--- src/hdl/lfhr_pkg.sv ---
// ----------------------------------------------------------------------------
// lfhr_pkg
// Shared widths, byte codes, phase and kind codes, and the control byte
// matcher for the link frame header receiver.
// ----------------------------------------------------------------------------
package lfhr_pkg;

  // Field widths
  localparam int BYTE_W     = 8;
  localparam int MODE_W     = 3;
  localparam int KIND_W     = 3;
  localparam int PHASE_W    = 3;
  localparam int CFG_IDX_W  = 2;
  localparam int CFG_DATA_W = 8;

  typedef logic [BYTE_W-1:0]  byte_t;
  typedef logic [MODE_W-1:0]  mode_t;
  typedef logic [KIND_W-1:0]  kind_t;
  typedef logic [PHASE_W-1:0] phase_t;

  // Line bytes
  localparam byte_t FLAG_BYTE    = 8'h7E;
  localparam byte_t ADDR_TX      = 8'h03;
  localparam byte_t ADDR_RX      = 8'h01;
  localparam byte_t CTL_SET      = 8'h07;
  localparam byte_t CTL_UA       = 8'h03;
  localparam byte_t CTL_DISC     = 8'h0B;
  localparam byte_t CTL_RR_SEQ0  = 8'h21;
  localparam byte_t CTL_RR_SEQ1  = 8'h01;
  localparam byte_t CTL_REJ_SEQ0 = 8'h05;
  localparam byte_t CTL_REJ_SEQ1 = 8'h25;
  localparam byte_t CTL_I_SEQ0   = 8'h00;
  localparam byte_t CTL_I_SEQ1   = 8'h20;

  // Parser phases
  localparam phase_t PH_IDLE  = 3'd0;
  localparam phase_t PH_FLAG  = 3'd1;
  localparam phase_t PH_ADDR  = 3'd2;
  localparam phase_t PH_CTRL  = 3'd3;
  localparam phase_t PH_CHECK = 3'd4;

  // Frame kinds
  localparam kind_t KIND_NONE = 3'd0;
  localparam kind_t KIND_SET  = 3'd1;
  localparam kind_t KIND_UA   = 3'd2;
  localparam kind_t KIND_DISC = 3'd3;
  localparam kind_t KIND_RR   = 3'd4;
  localparam kind_t KIND_REJ  = 3'd5;
  localparam kind_t KIND_I    = 3'd6;

  // Expected modes
  localparam mode_t MODE_SET    = 3'd0;
  localparam mode_t MODE_UA     = 3'd1;
  localparam mode_t MODE_DISC   = 3'd2;
  localparam mode_t MODE_RR_REJ = 3'd3;
  localparam mode_t MODE_I      = 3'd4;

  // Configuration register indexes
  localparam logic [CFG_IDX_W-1:0] REG_EXPECTED_MODE = 2'd0;
  localparam logic [CFG_IDX_W-1:0] REG_ADDR_FROM_TX  = 2'd1;
  localparam logic [CFG_IDX_W-1:0] REG_ROLE_IS_RX    = 2'd2;
  localparam logic [CFG_IDX_W-1:0] REG_SEQUENCE_BIT  = 2'd3;

  // Configuration reset values
  localparam mode_t RST_EXPECTED_MODE = MODE_SET;
  localparam logic  RST_ADDR_FROM_TX  = 1'b1;
  localparam logic  RST_ROLE_IS_RX    = 1'b1;
  localparam logic  RST_SEQUENCE_BIT  = 1'b1;

  // Kind matched by a control byte under the current mode, or none
  function automatic kind_t match_control(input mode_t mode, input logic seq,
                                          input logic role_rx, input byte_t b);
    kind_t k;
    k = KIND_NONE;
    unique case (mode)
      MODE_SET:  if (b == CTL_SET)  k = KIND_SET;
      MODE_UA:   if (b == CTL_UA)   k = KIND_UA;
      MODE_DISC: if (b == CTL_DISC) k = KIND_DISC;
      MODE_RR_REJ: begin
        if (b == (seq ? CTL_RR_SEQ1 : CTL_RR_SEQ0)) k = KIND_RR;
        else if (b == (seq ? CTL_REJ_SEQ1 : CTL_REJ_SEQ0)) k = KIND_REJ;
      end
      MODE_I: begin
        if (b == (seq ? CTL_I_SEQ1 : CTL_I_SEQ0)) k = KIND_I;
        else if (role_rx && b == CTL_SET) k = KIND_SET;
      end
      default: k = KIND_NONE;
    endcase
    return k;
  endfunction

endpackage

--- src/hdl/lfhr_byte_if.sv ---
// ----------------------------------------------------------------------------
// lfhr_byte_if
// Valid/ready channel carrying one received line byte per transfer.
// ----------------------------------------------------------------------------
interface lfhr_byte_if;
  import lfhr_pkg::*;

  logic  valid;
  logic  ready;
  byte_t rx_byte;

  modport source (output valid, output rx_byte, input ready);
  modport sink   (input valid, input rx_byte, output ready);
endinterface

--- src/hdl/lfhr_result_if.sv ---
// ----------------------------------------------------------------------------
// lfhr_result_if
// Valid/ready channel carrying one parse result per transfer.
// ----------------------------------------------------------------------------
interface lfhr_result_if;
  import lfhr_pkg::*;

  logic   valid;
  logic   ready;
  logic   frame_done;
  kind_t  frame_kind;
  phase_t parse_phase;

  modport source (output valid, output frame_done, output frame_kind,
                  output parse_phase, input ready);
  modport sink   (input valid, input frame_done, input frame_kind,
                  input parse_phase, output ready);
endinterface

--- src/hdl/lfhr_cfg_if.sv ---
// ----------------------------------------------------------------------------
// lfhr_cfg_if
// Valid/ready register write channel: register index and write data.
// ----------------------------------------------------------------------------
interface lfhr_cfg_if;
  import lfhr_pkg::*;

  logic                  valid;
  logic                  ready;
  logic [CFG_IDX_W-1:0]  index;
  logic [CFG_DATA_W-1:0] data;

  modport source (output valid, output index, output data, input ready);
  modport sink   (input valid, input index, input data, output ready);
endinterface

--- src/hdl/link_frame_header_receiver_core.sv ---
// ----------------------------------------------------------------------------
// link_frame_header_receiver_core
// Parses FLAG, address, control, check, FLAG headers from a byte stream.
// ----------------------------------------------------------------------------
// Usage:
//   in_ch   carries one received line byte per transfer.
//   out_ch  returns exactly one result per accepted byte: frame_done,
//           frame_kind (nonzero only with frame_done) and parse_phase,
//           the parser phase after that byte.
//   cfg_ch  writes the four setup registers (mode, address direction,
//           role, sequence bit); it is always ready. Write it only while
//           no byte is in flight.
// Path: an accepted byte waits in the byte register, is parsed into the
//   result register and can transfer out from there.
// Throughput: one byte per cycle unless out_ch is held; parser state
//   is updated by one compare stage between byte and result registers.
// Reset: the parser returns to idle, both pipeline registers empty, and
//   the setup registers take their defaults (SET mode, transmitter
//   address, receiver role, sequence bit 1).
// Stall: while out_ch is held, the result register holds; one more byte
//   is still taken into the byte register before in_ch.ready drops.
// ----------------------------------------------------------------------------
module link_frame_header_receiver_core (
  input  logic                 clk,
  input  logic                 rst_n,
  lfhr_byte_if.sink            in_ch,
  lfhr_result_if.source        out_ch,
  lfhr_cfg_if.sink             cfg_ch
);
  import lfhr_pkg::*;

  // Setup registers
  mode_t  mode_r;
  logic   addr_from_tx_r;
  logic   role_rx_r;
  logic   seq_bit_r;

  // Byte register
  logic   byte_vld_r;
  byte_t  byte_r;

  // Parser state
  phase_t phase_r, phase_nxt;
  kind_t  kind_seen_r, kind_seen_nxt;
  byte_t  ctl_seen_r, ctl_seen_nxt;

  // Result register
  logic   out_vld_r;
  logic   out_done_r, out_done_nxt;
  kind_t  out_kind_r, out_kind_nxt;
  phase_t out_phase_r;

  logic   advance;
  logic   in_xfer;
  phase_t phase_cur;
  byte_t  want_addr;
  kind_t  ctl_kind;

  // Handshake
  assign advance      = byte_vld_r && (!out_vld_r || out_ch.ready);
  assign in_ch.ready  = !byte_vld_r || advance;
  assign in_xfer      = in_ch.valid && in_ch.ready;
  assign cfg_ch.ready = 1'b1;

  assign out_ch.valid       = out_vld_r;
  assign out_ch.frame_done  = out_done_r;
  assign out_ch.frame_kind  = out_kind_r;
  assign out_ch.parse_phase = out_phase_r;

  // Setup register writes
  always_ff @(posedge clk) begin
    if (!rst_n) begin
      mode_r         <= RST_EXPECTED_MODE;
      addr_from_tx_r <= RST_ADDR_FROM_TX;
      role_rx_r      <= RST_ROLE_IS_RX;
      seq_bit_r      <= RST_SEQUENCE_BIT;
    end else if (cfg_ch.valid && cfg_ch.ready) begin
      unique case (cfg_ch.index)
        REG_EXPECTED_MODE: mode_r         <= cfg_ch.data[MODE_W-1:0];
        REG_ADDR_FROM_TX:  addr_from_tx_r <= cfg_ch.data[0];
        REG_ROLE_IS_RX:    role_rx_r      <= cfg_ch.data[0];
        REG_SEQUENCE_BIT:  seq_bit_r      <= cfg_ch.data[0];
        default: ;
      endcase
    end
  end

  // Byte register: load on input transfer, drain on advance
  always_ff @(posedge clk) begin
    if (!rst_n) begin
      byte_vld_r <= 1'b0;
    end else if (in_xfer) begin
      byte_vld_r <= 1'b1;
    end else if (advance) begin
      byte_vld_r <= 1'b0;
    end
  end

  always_ff @(posedge clk) begin
    if (in_xfer) begin
      byte_r <= in_ch.rx_byte;
    end
  end

  // Parse one byte
  assign phase_cur = (phase_r > PH_CHECK) ? PH_IDLE : phase_r;
  assign want_addr = addr_from_tx_r ? ADDR_TX : ADDR_RX;
  assign ctl_kind  = match_control(mode_r, seq_bit_r, role_rx_r, byte_r);

  always_comb begin
    phase_nxt     = phase_cur;
    kind_seen_nxt = kind_seen_r;
    ctl_seen_nxt  = ctl_seen_r;
    out_done_nxt  = 1'b0;
    out_kind_nxt  = KIND_NONE;
    if (phase_cur < PH_CHECK && byte_r == FLAG_BYTE) begin
      // restart header on any flag before the check byte
      phase_nxt = PH_FLAG;
    end else begin
      unique case (phase_cur)
        PH_FLAG: begin
          if (byte_r == want_addr) begin
            phase_nxt = PH_ADDR;
          end else begin
            phase_nxt     = PH_IDLE;
            kind_seen_nxt = KIND_NONE;
            ctl_seen_nxt  = '0;
          end
        end
        PH_ADDR: begin
          if (ctl_kind != KIND_NONE) begin
            phase_nxt     = PH_CTRL;
            kind_seen_nxt = ctl_kind;
            ctl_seen_nxt  = byte_r;
          end else begin
            phase_nxt     = PH_IDLE;
            kind_seen_nxt = KIND_NONE;
            ctl_seen_nxt  = '0;
          end
        end
        PH_CTRL: begin
          if (byte_r == (want_addr ^ ctl_seen_r)) begin
            phase_nxt = PH_CHECK;
          end else begin
            phase_nxt     = PH_IDLE;
            kind_seen_nxt = KIND_NONE;
            ctl_seen_nxt  = '0;
          end
        end
        PH_CHECK: begin
          // closing flag reports the frame; anything else drops it
          if (byte_r == FLAG_BYTE) begin
            out_done_nxt = 1'b1;
            out_kind_nxt = kind_seen_r;
          end
          phase_nxt     = PH_IDLE;
          kind_seen_nxt = KIND_NONE;
          ctl_seen_nxt  = '0;
        end
        default: phase_nxt = PH_IDLE;
      endcase
    end
  end

  // Parser state advances once per byte
  always_ff @(posedge clk) begin
    if (!rst_n) begin
      phase_r     <= PH_IDLE;
      kind_seen_r <= KIND_NONE;
      ctl_seen_r  <= '0;
    end else if (advance) begin
      phase_r     <= phase_nxt;
      kind_seen_r <= kind_seen_nxt;
      ctl_seen_r  <= ctl_seen_nxt;
    end
  end

  // Result register: load on advance, release on output transfer
  always_ff @(posedge clk) begin
    if (!rst_n) begin
      out_vld_r <= 1'b0;
    end else if (advance) begin
      out_vld_r <= 1'b1;
    end else if (out_ch.ready) begin
      out_vld_r <= 1'b0;
    end
  end

  always_ff @(posedge clk) begin
    if (advance) begin
      out_done_r  <= out_done_nxt;
      out_kind_r  <= out_kind_nxt;
      out_phase_r <= phase_nxt;
    end
  end

  // Checks
  a_kind_only_when_done: assert property (@(posedge clk) disable iff (!rst_n)
    out_vld_r && !out_done_r |-> out_kind_r == KIND_NONE)
    else $error("frame kind reported without a closed frame");

  a_done_returns_idle: assert property (@(posedge clk) disable iff (!rst_n)
    out_vld_r && out_done_r |-> out_phase_r == PH_IDLE && out_kind_r != KIND_NONE)
    else $error("closed frame did not return parser to idle with a kind");

  a_phase_in_range: assert property (@(posedge clk) disable iff (!rst_n)
    phase_r <= PH_CHECK)
    else $error("parser phase out of range");

  a_check_phase_leaves: assert property (@(posedge clk) disable iff (!rst_n)
    advance && phase_r == PH_CHECK |=> phase_r == PH_IDLE)
    else $error("parser stayed past the check phase");

  a_byte_held_on_stall: assert property (@(posedge clk) disable iff (!rst_n)
    byte_vld_r && !advance |=> byte_vld_r && $stable(byte_r))
    else $error("pending byte lost while the result register was full");

endmodule
--- src/flat_wrapper.sv ---
// flat-port wrapper written by rule: the top's interface ports become plain ports
module link_frame_header_receiver_core_flat import lfhr_pkg::*;
  (clk, rst_n, in_ch_valid, in_ch_rx_byte, in_ch_ready, out_ch_valid, out_ch_frame_done, out_ch_frame_kind, out_ch_parse_phase, out_ch_ready, cfg_ch_valid, cfg_ch_index, cfg_ch_data, cfg_ch_ready);
  lfhr_byte_if in_ch_i ();
  lfhr_result_if out_ch_i ();
  lfhr_cfg_if cfg_ch_i ();
  input  logic clk;
  input  logic rst_n;
  input wire logic [$bits(in_ch_i.valid)-1:0] in_ch_valid;
  input wire logic [$bits(in_ch_i.rx_byte)-1:0] in_ch_rx_byte;
  output wire logic [$bits(in_ch_i.ready)-1:0] in_ch_ready;
  output wire logic [$bits(out_ch_i.valid)-1:0] out_ch_valid;
  output wire logic [$bits(out_ch_i.frame_done)-1:0] out_ch_frame_done;
  output wire logic [$bits(out_ch_i.frame_kind)-1:0] out_ch_frame_kind;
  output wire logic [$bits(out_ch_i.parse_phase)-1:0] out_ch_parse_phase;
  input wire logic [$bits(out_ch_i.ready)-1:0] out_ch_ready;
  input wire logic [$bits(cfg_ch_i.valid)-1:0] cfg_ch_valid;
  input wire logic [$bits(cfg_ch_i.index)-1:0] cfg_ch_index;
  input wire logic [$bits(cfg_ch_i.data)-1:0] cfg_ch_data;
  output wire logic [$bits(cfg_ch_i.ready)-1:0] cfg_ch_ready;
  assign in_ch_i.valid = in_ch_valid;
  assign in_ch_i.rx_byte = in_ch_rx_byte;
  assign in_ch_ready = in_ch_i.ready;
  assign out_ch_valid = out_ch_i.valid;
  assign out_ch_frame_done = out_ch_i.frame_done;
  assign out_ch_frame_kind = out_ch_i.frame_kind;
  assign out_ch_parse_phase = out_ch_i.parse_phase;
  assign out_ch_i.ready = out_ch_ready;
  assign cfg_ch_i.valid = cfg_ch_valid;
  assign cfg_ch_i.index = cfg_ch_index;
  assign cfg_ch_i.data = cfg_ch_data;
  assign cfg_ch_ready = cfg_ch_i.ready;
  link_frame_header_receiver_core u_core (.clk(clk), .rst_n(rst_n), .in_ch(in_ch_i), .out_ch(out_ch_i), .cfg_ch(cfg_ch_i));
endmodule
--- config.mk ---
export PLATFORM = sky130hd
export DESIGN_NAME = link_frame_header_receiver_core_flat
export DESIGN_NICKNAME = d
export VERILOG_FILES = /design/src/hdl/lfhr_pkg.sv /design/src/hdl/lfhr_byte_if.sv /design/src/hdl/lfhr_result_if.sv /design/src/hdl/lfhr_cfg_if.sv /design/src/hdl/link_frame_header_receiver_core.sv /design/src/flat_wrapper.sv
export SDC_FILE = /design/constraint.sdc
export NUM_CORES = 1
export LEC_CHECK = 0
export BUFFER_PORTS_ARGS = -buffer_cell sky130_fd_sc_hd__buf_2
export CAP_MARGIN = 20
export CORE_ASPECT_RATIO = 1.4
export CORE_UTILIZATION = 55
export CTS_CLUSTER_DIAMETER = 120
export DETAILED_ROUTE_END_ITERATION = 8
export PLACE_DENSITY_LB_ADDON = 0.15
export SLEW_MARGIN = 20
export SYNTH_ARGS = -nofsm -noshare
export SYNTH_HDL_FRONTEND = slang
export SYNTH_SLANG_ARGS = --single-unit
--- constraint.sdc ---
create_clock -name clk -period 2.9 [get_ports clk]
set_input_delay 0.145 -clock clk [delete_from_list [all_inputs] [get_ports clk]]
set_output_delay 0.145 -clock clk [all_outputs]
set_load 0.01 [all_outputs]
**Word level (Yosys, flattened, before mapping)**

Index checks and enable logic that the tools add are counted.
Widths: inputs -> output; s select.

- Output and inout port bits: 10
- Bits of input ports: 23
- Flip-flop bits (word level): 37

- Equal/unequal tests: 22
- Mux-type cells: 31
- Bitwise operators: 4
- $lt $le $gt $ge: 2
- Reductions and logical operators: 21

Operators by type and width:

| kind | count |
|---|---|
| $eq 8x8->1 | 5 |
| $pmux 8 s4 | 1 |
| $mux 3 | 9 |
| $mux 8 | 3 |
| $mux 6 | 3 |
| $pmux 3 s5 | 1 |
| $eq 3x2->1 const B | 4 |
| $pmux 3 s4 | 1 |
| $mux 2 | 5 |
| $pmux 3 s3 | 1 |
| $eq 8x2->1 const B | 1 |
| $eq 8x3->1 const B | 1 |
| $eq 8x4->1 const B | 1 |
| $eq 8x7->1 const B | 1 |
| $reduce_and 2->1 | 4 |
| $xor 8x8->8 | 1 |
| $mux 1 | 7 |
| $eq 3x1->1 const B | 2 |
| $eq 3x3->1 const B | 2 |
| $reduce_and 5->1 | 1 |
| $eq 2x2->1 const B | 2 |
| $logic_and 1x1->1 | 4 |
| $ne 2x2->1 const B | 2 |
| $reduce_bool 2->1 | 2 |
| 12 further kinds | 16 |

**Longest topological paths before layout**

Gate-level depths: netlist (run 1).

- Word-level depth: 9
- Mapped depth: 6
- Gate-level depth less buffers: 6

**Least setup slack after synthesis (run 1)**

OpenSTA, ideal clock, no wires.

- Kind: reg-to-reg
- Start point: register u_core.byte_r[3]
- End point: register u_core.out_phase_r[0] (netlist: u_core.out_ch.parse_phase[0]), data pin
- Clock period less this slack: 1.735 ns
- Path slack: 1.165 ns
- Cell stages (with the launch flop): 7
- Arrival: 1.463 ns
- Path buffers: 1
- Path through: edfxtp_1 buf_2 nor4bb_1 o311ai_1 o21ai_1 o31ai_4 o21ai_1

- Cells in the longest elaborated chain, start to end: 9

RTL lines:

| element | RTL line | text |
|---|---|---|
| from (decl) | link_frame_header_receiver_core.sv:40 | `byte_t byte_r;` |
| from (signal assigned) | link_frame_header_receiver_core.sv:101 | `byte_r <= in_ch.rx_byte;` |
| $eq 8x3->1 | lfhr_pkg.sv:76, lfhr_pkg.sv:85 |  |
| $logic_and 1x1->1 | lfhr_pkg.sv:85 | `else if (role_rx && b == CTL_SET) k = KIND_SET;` |
| $mux 1 | lfhr_pkg.sv:85 |  |
| $mux 3 | lfhr_pkg.sv:84 | `if (b == (seq ? CTL_I_SEQ1 : CTL_I_SEQ0)) k = KIND_I;` |
| $pmux 3 s5 | lfhr_pkg.sv:75 | `unique case (mode)` |
| $reduce_bool 3->1 | link_frame_header_receiver_core.sv:131 | `if (ctl_kind != KIND_NONE) begin` |
| $mux 2 | link_frame_header_receiver_core.sv:131 |  |
| $pmux 3 s3 | link_frame_header_receiver_core.sv:120 | `unique case (phase_cur)` |
| $mux 3 (*) | link_frame_header_receiver_core.sv:116 | `if (phase_cur < PH_CHECK && byte_r == FLAG_BYTE) begin` |
| net u_core.phase_nxt[0] | link_frame_header_receiver_core.sv:43 | `phase_t phase_r, phase_nxt;` |
| to (signal assigned) | link_frame_header_receiver_core.sv:193 | `out_phase_r <= phase_nxt;` |
| to (decl) | link_frame_header_receiver_core.sv:51 | `phase_t out_phase_r;` |

Mark *: on every way through the listed nets, which the timed path passes. The rest lies on a longest branch.
A chain may end at the register's enable or synchronous reset.

**Worst setup path in the final report (run 1)**

- Start point: register u_core.byte_r[2]
- End point: register u_core.out_phase_r[0] (netlist: u_core.out_ch.parse_phase[0]), data pin

The elaborated chain is that of the path after synthesis.

==> impl_metrics.env, run 1 <==
export IMPL_die_x_um=51.86
export IMPL_muxShareOfSynthArea_pct=2.092
export IMPL_intPower_uw=856.5
export IMPL_combPwrFrac_pct=8.3
export IMPL_synth_largest_area_cell="edfxtp_1"
export IMPL_ys_seq_area_share_pct=46.54
export IMPL_synth_xor_area_share_pct=5.752
export IMPL_drtIter0Drc=71
export IMPL_die_y_um=71.81
export IMPL_diodes=0
export IMPL_grt_pass1_wl_mm=6.927
export IMPL_cts_made_buffers=5
export IMPL_initial_core_util_pct=57.20
export IMPL_io_buffers=26
export IMPL_num_io_pins=33
export IMPL_post_cts_buffers=0
export IMPL_clock_sinks=37
export IMPL_dp_final_hpwl_mm=3.024
export IMPL_power_density_mw_per_mm2=520.9
export IMPL_synth_edf_count=15
export IMPL_slew_violations=0
export IMPL_num_vias=1555
export IMPL_vias_per_cell=6.347
export IMPL_num_rows=25
export IMPL_ys_flop_type="dfxtp_1"
export IMPL_grt_pass1_vias=1558
export IMPL_gr_total_overflow=0
export IMPL_wl_per_cell_um=16.88
export IMPL_hp_class="input pin to register"
export IMPL_final_setup_viol_count=0
export IMPL_synth_top_family_by_area="simple AND/OR/NAND/NOR gates"
export IMPL_dr_pass1_iters=4
export IMPL_finalNonFillerCells=245
export IMPL_drt_antenna_violating_nets=0
export IMPL_gr_usage_all_layers_pct=25.55
export IMPL_swShare_pct=23.86
export IMPL_path_clk_slew_ns=0.07
export IMPL_die_area_mm2=0.003724
export IMPL_preCtsSetupSlack_ns=0.8681
export IMPL_worstMarginPinSlew_ns=0.6107
export IMPL_ys_async_sr_fraction_pct=0
export IMPL_crit_type="register to register"
export IMPL_syn_area_mm2=0.001914
export IMPL_synth_simple_gate_area_share_pct=29.08
export IMPL_cts_root_buf="clkbuf_8"
export IMPL_drt_wl_total_mm=4.135
export IMPL_critical_path_arrival_ns=2.09
export IMPL_synth_adder_area_share_pct=0
export IMPL_drc=0
export IMPL_endpoint_kind="register"
export IMPL_slew_limit_headroom_pct=59.20
export IMPL_finalCritPeriodShare_pct=71.04
export IMPL_tritoncts="built"
export IMPL_maxCapViolations=0
export IMPL_hold_viol=0
export IMPL_crit_path_max_fanout=9
export IMPL_setup_tns_ns=0
export IMPL_yosysUniqueCellTypes=51
export IMPL_timing_final_crit_period_ns=2.060
export IMPL_fmax_mhz=485.4
export IMPL_grt_max_degree=28
export IMPL_setup_slack_ns=0.8400
export IMPL_hold_buffers=0
export IMPL_ir_worst_vdd_mv=0.3989
export IMPL_dpl_cell_count=237
export IMPL_skew_ns=0.005943
export IMPL_switchingPower_uw=268.4
export IMPL_core_area_mm2=0.003347
export IMPL_syn_inst=180
export IMPL_yosys_top_cells_area="edfxtp_1 (24%), dfxtp_1 (23%), nand4_1 (4.2%), xor2_1 (3.2%), nand2_1 (3.1%)"
export IMPL_clock_latency_ns=0.30
export IMPL_final_nets=227
export IMPL_cts_max_level=2
export IMPL_place_gp_congestion=0.9229
export IMPL_syn_area_per_cell_um2=10.64
export IMPL_syn_num_nets=203
export IMPL_status="completed"
export IMPL_drive_above_1_share_pct=21.95
export IMPL_cts_buffer_depth=2
export IMPL_clkPwrFrac_pct=39.8
export IMPL_synth_seq_cells=37
export IMPL_required_ns=2.93
export IMPL_synth_compound_area_share_pct=13.33
export IMPL_rsz0062_at_grt="no"
export IMPL_syn_to_final_growth_pct=12.81
export IMPL_antenna_found_initial=0
export IMPL_yosysWarnings=0
export IMPL_leakagePower_uw=0.0008292
export IMPL_post_cts_resized=0
export IMPL_cp_start_kind="register"
export IMPL_yosysTopAreaCellShare_pct=23.53
export IMPL_p_seq_share_pct=51.9
placed cells by master, fill, tap and decap left out, drive strengths merged, types with 3 or more instances in the layout:
cell type   n
a21boi      3
a21oi       3
and2        6
and3        4
buf        26
clkbuf      5
dfxtp      22
edfxtp     15
mux2i       4
nand2      16
nand3       3
nand4      14
nor2        8
nor2b       7
nor3b       4
nor4b       4
nor4bb      3
o211ai      3
o21ai       9
o22ai       5
o31ai       3
xnor2       3
xor2        7
metrics by stage:
step	total power [uW]	utilization, %	area [um^2]	hold WS [ns]
final	1125	64.52	2160	0.02003
after global routing	1161	64.52	2160	0.009266
after CTS	1132	64.52	2160	0.01441
after detailed placement	687.0	61.08	2044	0.3239
after global placement	680.8	61.08	2044	0.3223
after floorplan	655.5	-	1914	0.2439
cells in the mapped netlist, types with 3 or more instances:
library cell and number:
nor3b_1 3, and3_1 4, nor4b_1 4, xnor2_1 3, xor2_1 7, a21boi_1 3, nor2b_1 7, nand4_1 13
nor2_1 7, dfxtp_1 22, nor4bb_1 3, nand3_1 3, mux2i_1 4, and2_1 6, clkbuf_1 3, a21oi_1 3
o22ai_1 5, buf_2 3, nand2_1 16, edfxtp_1 15, o21ai_0 7
power by group through the flow:
stage	Clock (uW)	Sequential, uW	Combinational, uW
6_report	448	583	93.4
5_1_grt	472	586	104
4_1_cts	456	582	93.4
3_5_place_dp	0	594	93.0
3_3_place_gp	0	593	88.1
2_1_floorplan	0	583	72.3
state kept, by name (all words and copies together) (netlist names):
register / flops
u_core.phase_r: 3
u_core.byte_vld_r: 1
u_core.seq_bit_r: 1
u_core.out_ch.frame_done: 1
u_core.mode_r: 3
u_core.ctl_seen_r: 8
u_core.out_ch.frame_kind: 3
u_core.kind_seen_r: 3
u_core.out_ch.parse_phase: 3
u_core.role_rx_r: 1
u_core.byte_r: 8
u_core.addr_from_tx_r: 1
u_core.out_ch.valid: 1
area by class of cell:
cell class	count	area [um^2]
fillers	277	1187
multi-input cells	132	965.9
flip-flops and latches	37	890.9
repair buffers	26	130.1
clock buffers	5	68.82
well taps	40	50.05
clock inverters	3	46.29
inverters	2	7.507
path summary, 6_finish.rpt:
check                                      startpoint                      endpoint  slack (ns)  cells after the start
worst min-delay path                 in_ch_rx_byte[2]              u_core.byte_r[2]        0.02                      1
worst min register to register  u_core.kind_seen_r[0]         u_core.kind_seen_r[0]        0.48                      2
worst max register to register       u_core.byte_r[2]  u_core.out_ch.parse_phase[0]        0.84                      5
worst max-delay path                 u_core.byte_r[2]  u_core.out_ch.parse_phase[0]        0.84                      5
worst max-delay path, cell delays in order (launching register included):
cell	delay, ns
edfxtp_1	0.58
nor4b_1	0.25
o311ai_1	0.28
o21ai_1	0.14
o31ai_4	0.43
o21ai_1	0.12
layer usage:
layer	GRT usage [%]	wire (um)
met2	43.16	2225
met5	0	0
met4	17.42	195
met1	26.33	1504
met3	7.431	209
logic make-up (layout without fill, tap and decap cells):
family	Yosys count	count (layout)
and+or+nand+nor	82	82
muxes	4	4
buffers and inverters	11	36
AOI/OAI and AO/OA	34	34
other	1	1
DFF	37	37
xor gates and xnor gates	11	11
Note: power is estimated with default switching activity, not from simulation.
==> run 2, diff against run 1 <==
Clock period 2.9 ns to 1.9 ns, I/O delays scaled along.
==> impl_metrics.env, run 2 (synthesis results as in run 1) <==
export IMPL_final_cell_mix="buf_2 (27), dfxtp_1 (22), nand2_1 (16)"
export IMPL_grt_pass1_vias=1521
export IMPL_cts_made_buffers=5
export IMPL_clock_latency_ns=0.29
export IMPL_gr_usage_all_layers_pct=25.68
export IMPL_dp_final_hpwl_mm=2.976
export IMPL_cp_start_kind="register"
export IMPL_clock_sinks=37
export IMPL_initial_core_util_pct=57.20
export IMPL_drt_wl_total_mm=4.179
export IMPL_crit_buf_inv=1
export IMPL_io_buffers=26
export IMPL_drive_above_1_share_pct=27.63
export IMPL_dpl_cell_count=244
export IMPL_final_common_cell="buf_2"
export IMPL_die_y_um=71.81
export IMPL_finalNonFillerCells=268
export IMPL_maxCapViolations=0
export IMPL_placed_area_mm2=0.002097
export IMPL_drtIter0Drc=38
export IMPL_fin_area_mm2=0.002342
export IMPL_slew_violations=0
export IMPL_worstMarginPinSlew_ns=0.5907
export IMPL_crit_path_max_fanout=5
export IMPL_cts_buffer_depth=2
export IMPL_tritoncts="built"
export IMPL_hold_viol=0
export IMPL_syn_to_final_growth_pct=22.35
export IMPL_setup_tns_ns=0
export IMPL_num_vias=1578
export IMPL_rsz0062_at_grt="yes"
export IMPL_place_gp_congestion=0.8983
export IMPL_slew_limit_headroom_pct=60.54
export IMPL_cts_max_level=2
export IMPL_fmax_mhz=557.0
export IMPL_hp_class="input pin to register"
export IMPL_vias_per_cell=5.888
export IMPL_grt_max_degree=28
export IMPL_die_area_mm2=0.003724
export IMPL_wl_per_cell_um=15.59
export IMPL_timing_final_crit_period_ns=1.795
export IMPL_num_io_pins=33
export IMPL_final_nets=250
export IMPL_crit_type="register to register"
export IMPL_final_setup_viol_count=0
export IMPL_power_density_mw_per_mm2=678.7
export IMPL_cpMaxStageDelayCell="edfxtp_1"
export IMPL_gr_total_overflow=0
export IMPL_cpPeakStageDelay_ns=0.46
export IMPL_die_x_um=51.86
export IMPL_dr_pass1_iters=5
export IMPL_required_ns=2.07
export IMPL_antenna_found_initial=0
export IMPL_finalCritPeriodShare_pct=94.49
export IMPL_num_rows=25
export IMPL_diodes=0
export IMPL_endpoint_kind="register"
export IMPL_critical_path_arrival_ns=1.96
export IMPL_ir_worst_vdd_mv=0.5973
export IMPL_cts_root_buf="clkbuf_8"
export IMPL_status="completed"
export IMPL_skew_ns=0.005695
export IMPL_leakagePower_uw=0.0009373
export IMPL_critical_path_top_delay_family="compound AO/OA/AOI/OAI gates"
export IMPL_grt_pass1_wl_mm=7.003
export IMPL_drt_antenna_violating_nets=0
export IMPL_drc=0
export IMPL_biggestRegsByFlops="u_core.byte_r: 8 flops, u_core.ctl_seen_r: 8 flops"
export IMPL_path_clk_slew_ns=0.07
export IMPL_worstPathCellList="buf_4 > and4b_1 > a211oi_2 > o211ai_2 > nor2_2 > o22ai_1"
export IMPL_core_area_mm2=0.003347
-- run 2: changes by cell type in the layout (fill, tap and decap cells not counted), moves of 2 or more --
cell,before,now
dlygate4sd3_1,0,8
buf_4,0,13
xnor2_1,3,1
xnor2_2,0,2
clkinv_2,0,2
-- run 2: report_power, final --
part	switching, uW	total, uW	internal, uW
registers	30.6	883	852
logic	92.4	182	89.3
clock network	271	525	254
total	394	1590	1200
-- run 2: area by class of cell --
type                    instances  area (um^2)
fillers                       254         1005
multi-input cells             132        993.5
flip-flops and latches         37        890.9
repair buffers                 49        317.8
clock buffers                   6        72.57
well taps                      40        50.05
clock inverters                 2        10.01
inverters                       2        7.507
-- run 2: final timing paths --
check,cells after the start,endpoint,slack [ns],from
worst min register to register,2,u_core.kind_seen_r[2],0.48,u_core.kind_seen_r[2]
worst max register to register,6,u_core.ctl_seen_r[0],0.10,u_core.byte_r[3]
worst min-delay path,3,u_core.addr_from_tx_r,0.06,cfg_ch_data[0]
worst max-delay path,6,u_core.ctl_seen_r[0],0.10,u_core.byte_r[3]
-- run 2: repair_timing --
item                                    in CTS  in global routing
endpoints found under the setup margin       0                 16
hold endpoints to repair                     8                  0
buffers inserted                             0                  8
hold buffers                                 8                  0
resized for setup                            0                  4
-- run 2: metrics by stage --
stage | total power (uW) | utilization [%] | hold slack [ns] | setup slack [ns]
after global placement | 1045 | 62.65 | 0.2713 | 0.02715
after detailed placement | 1051 | 62.65 | 0.2731 | 0.01537
after floorplan | 1001 | - | 0.1939 | 0.1654
after global routing | 1650 | 69.98 | 0.07847 | -0.03057
after CTS | 1577 | 67.51 | 0.05969 | 0.01054
final | 1590 | 69.98 | 0.06041 | 0.1047
-- run 2: worst register-to-register path, cell delays in order, from the launching register on --
cell and delay [ns]:
edfxtp_1 0.46, buf_4 0.18, and4b_1 0.22, a211oi_2 0.29
o211ai_2 0.16, nor2_2 0.24, o22ai_1 0.13
-- run 2: routing by layer --
metal	routed length, um	track usage [%]	part of all wire (%)
met1	1642	29.17	39
met2	2269	43.45	54
met3	148	5.732	3.5
met4	118	13.81	2.8
met5	0	0	0
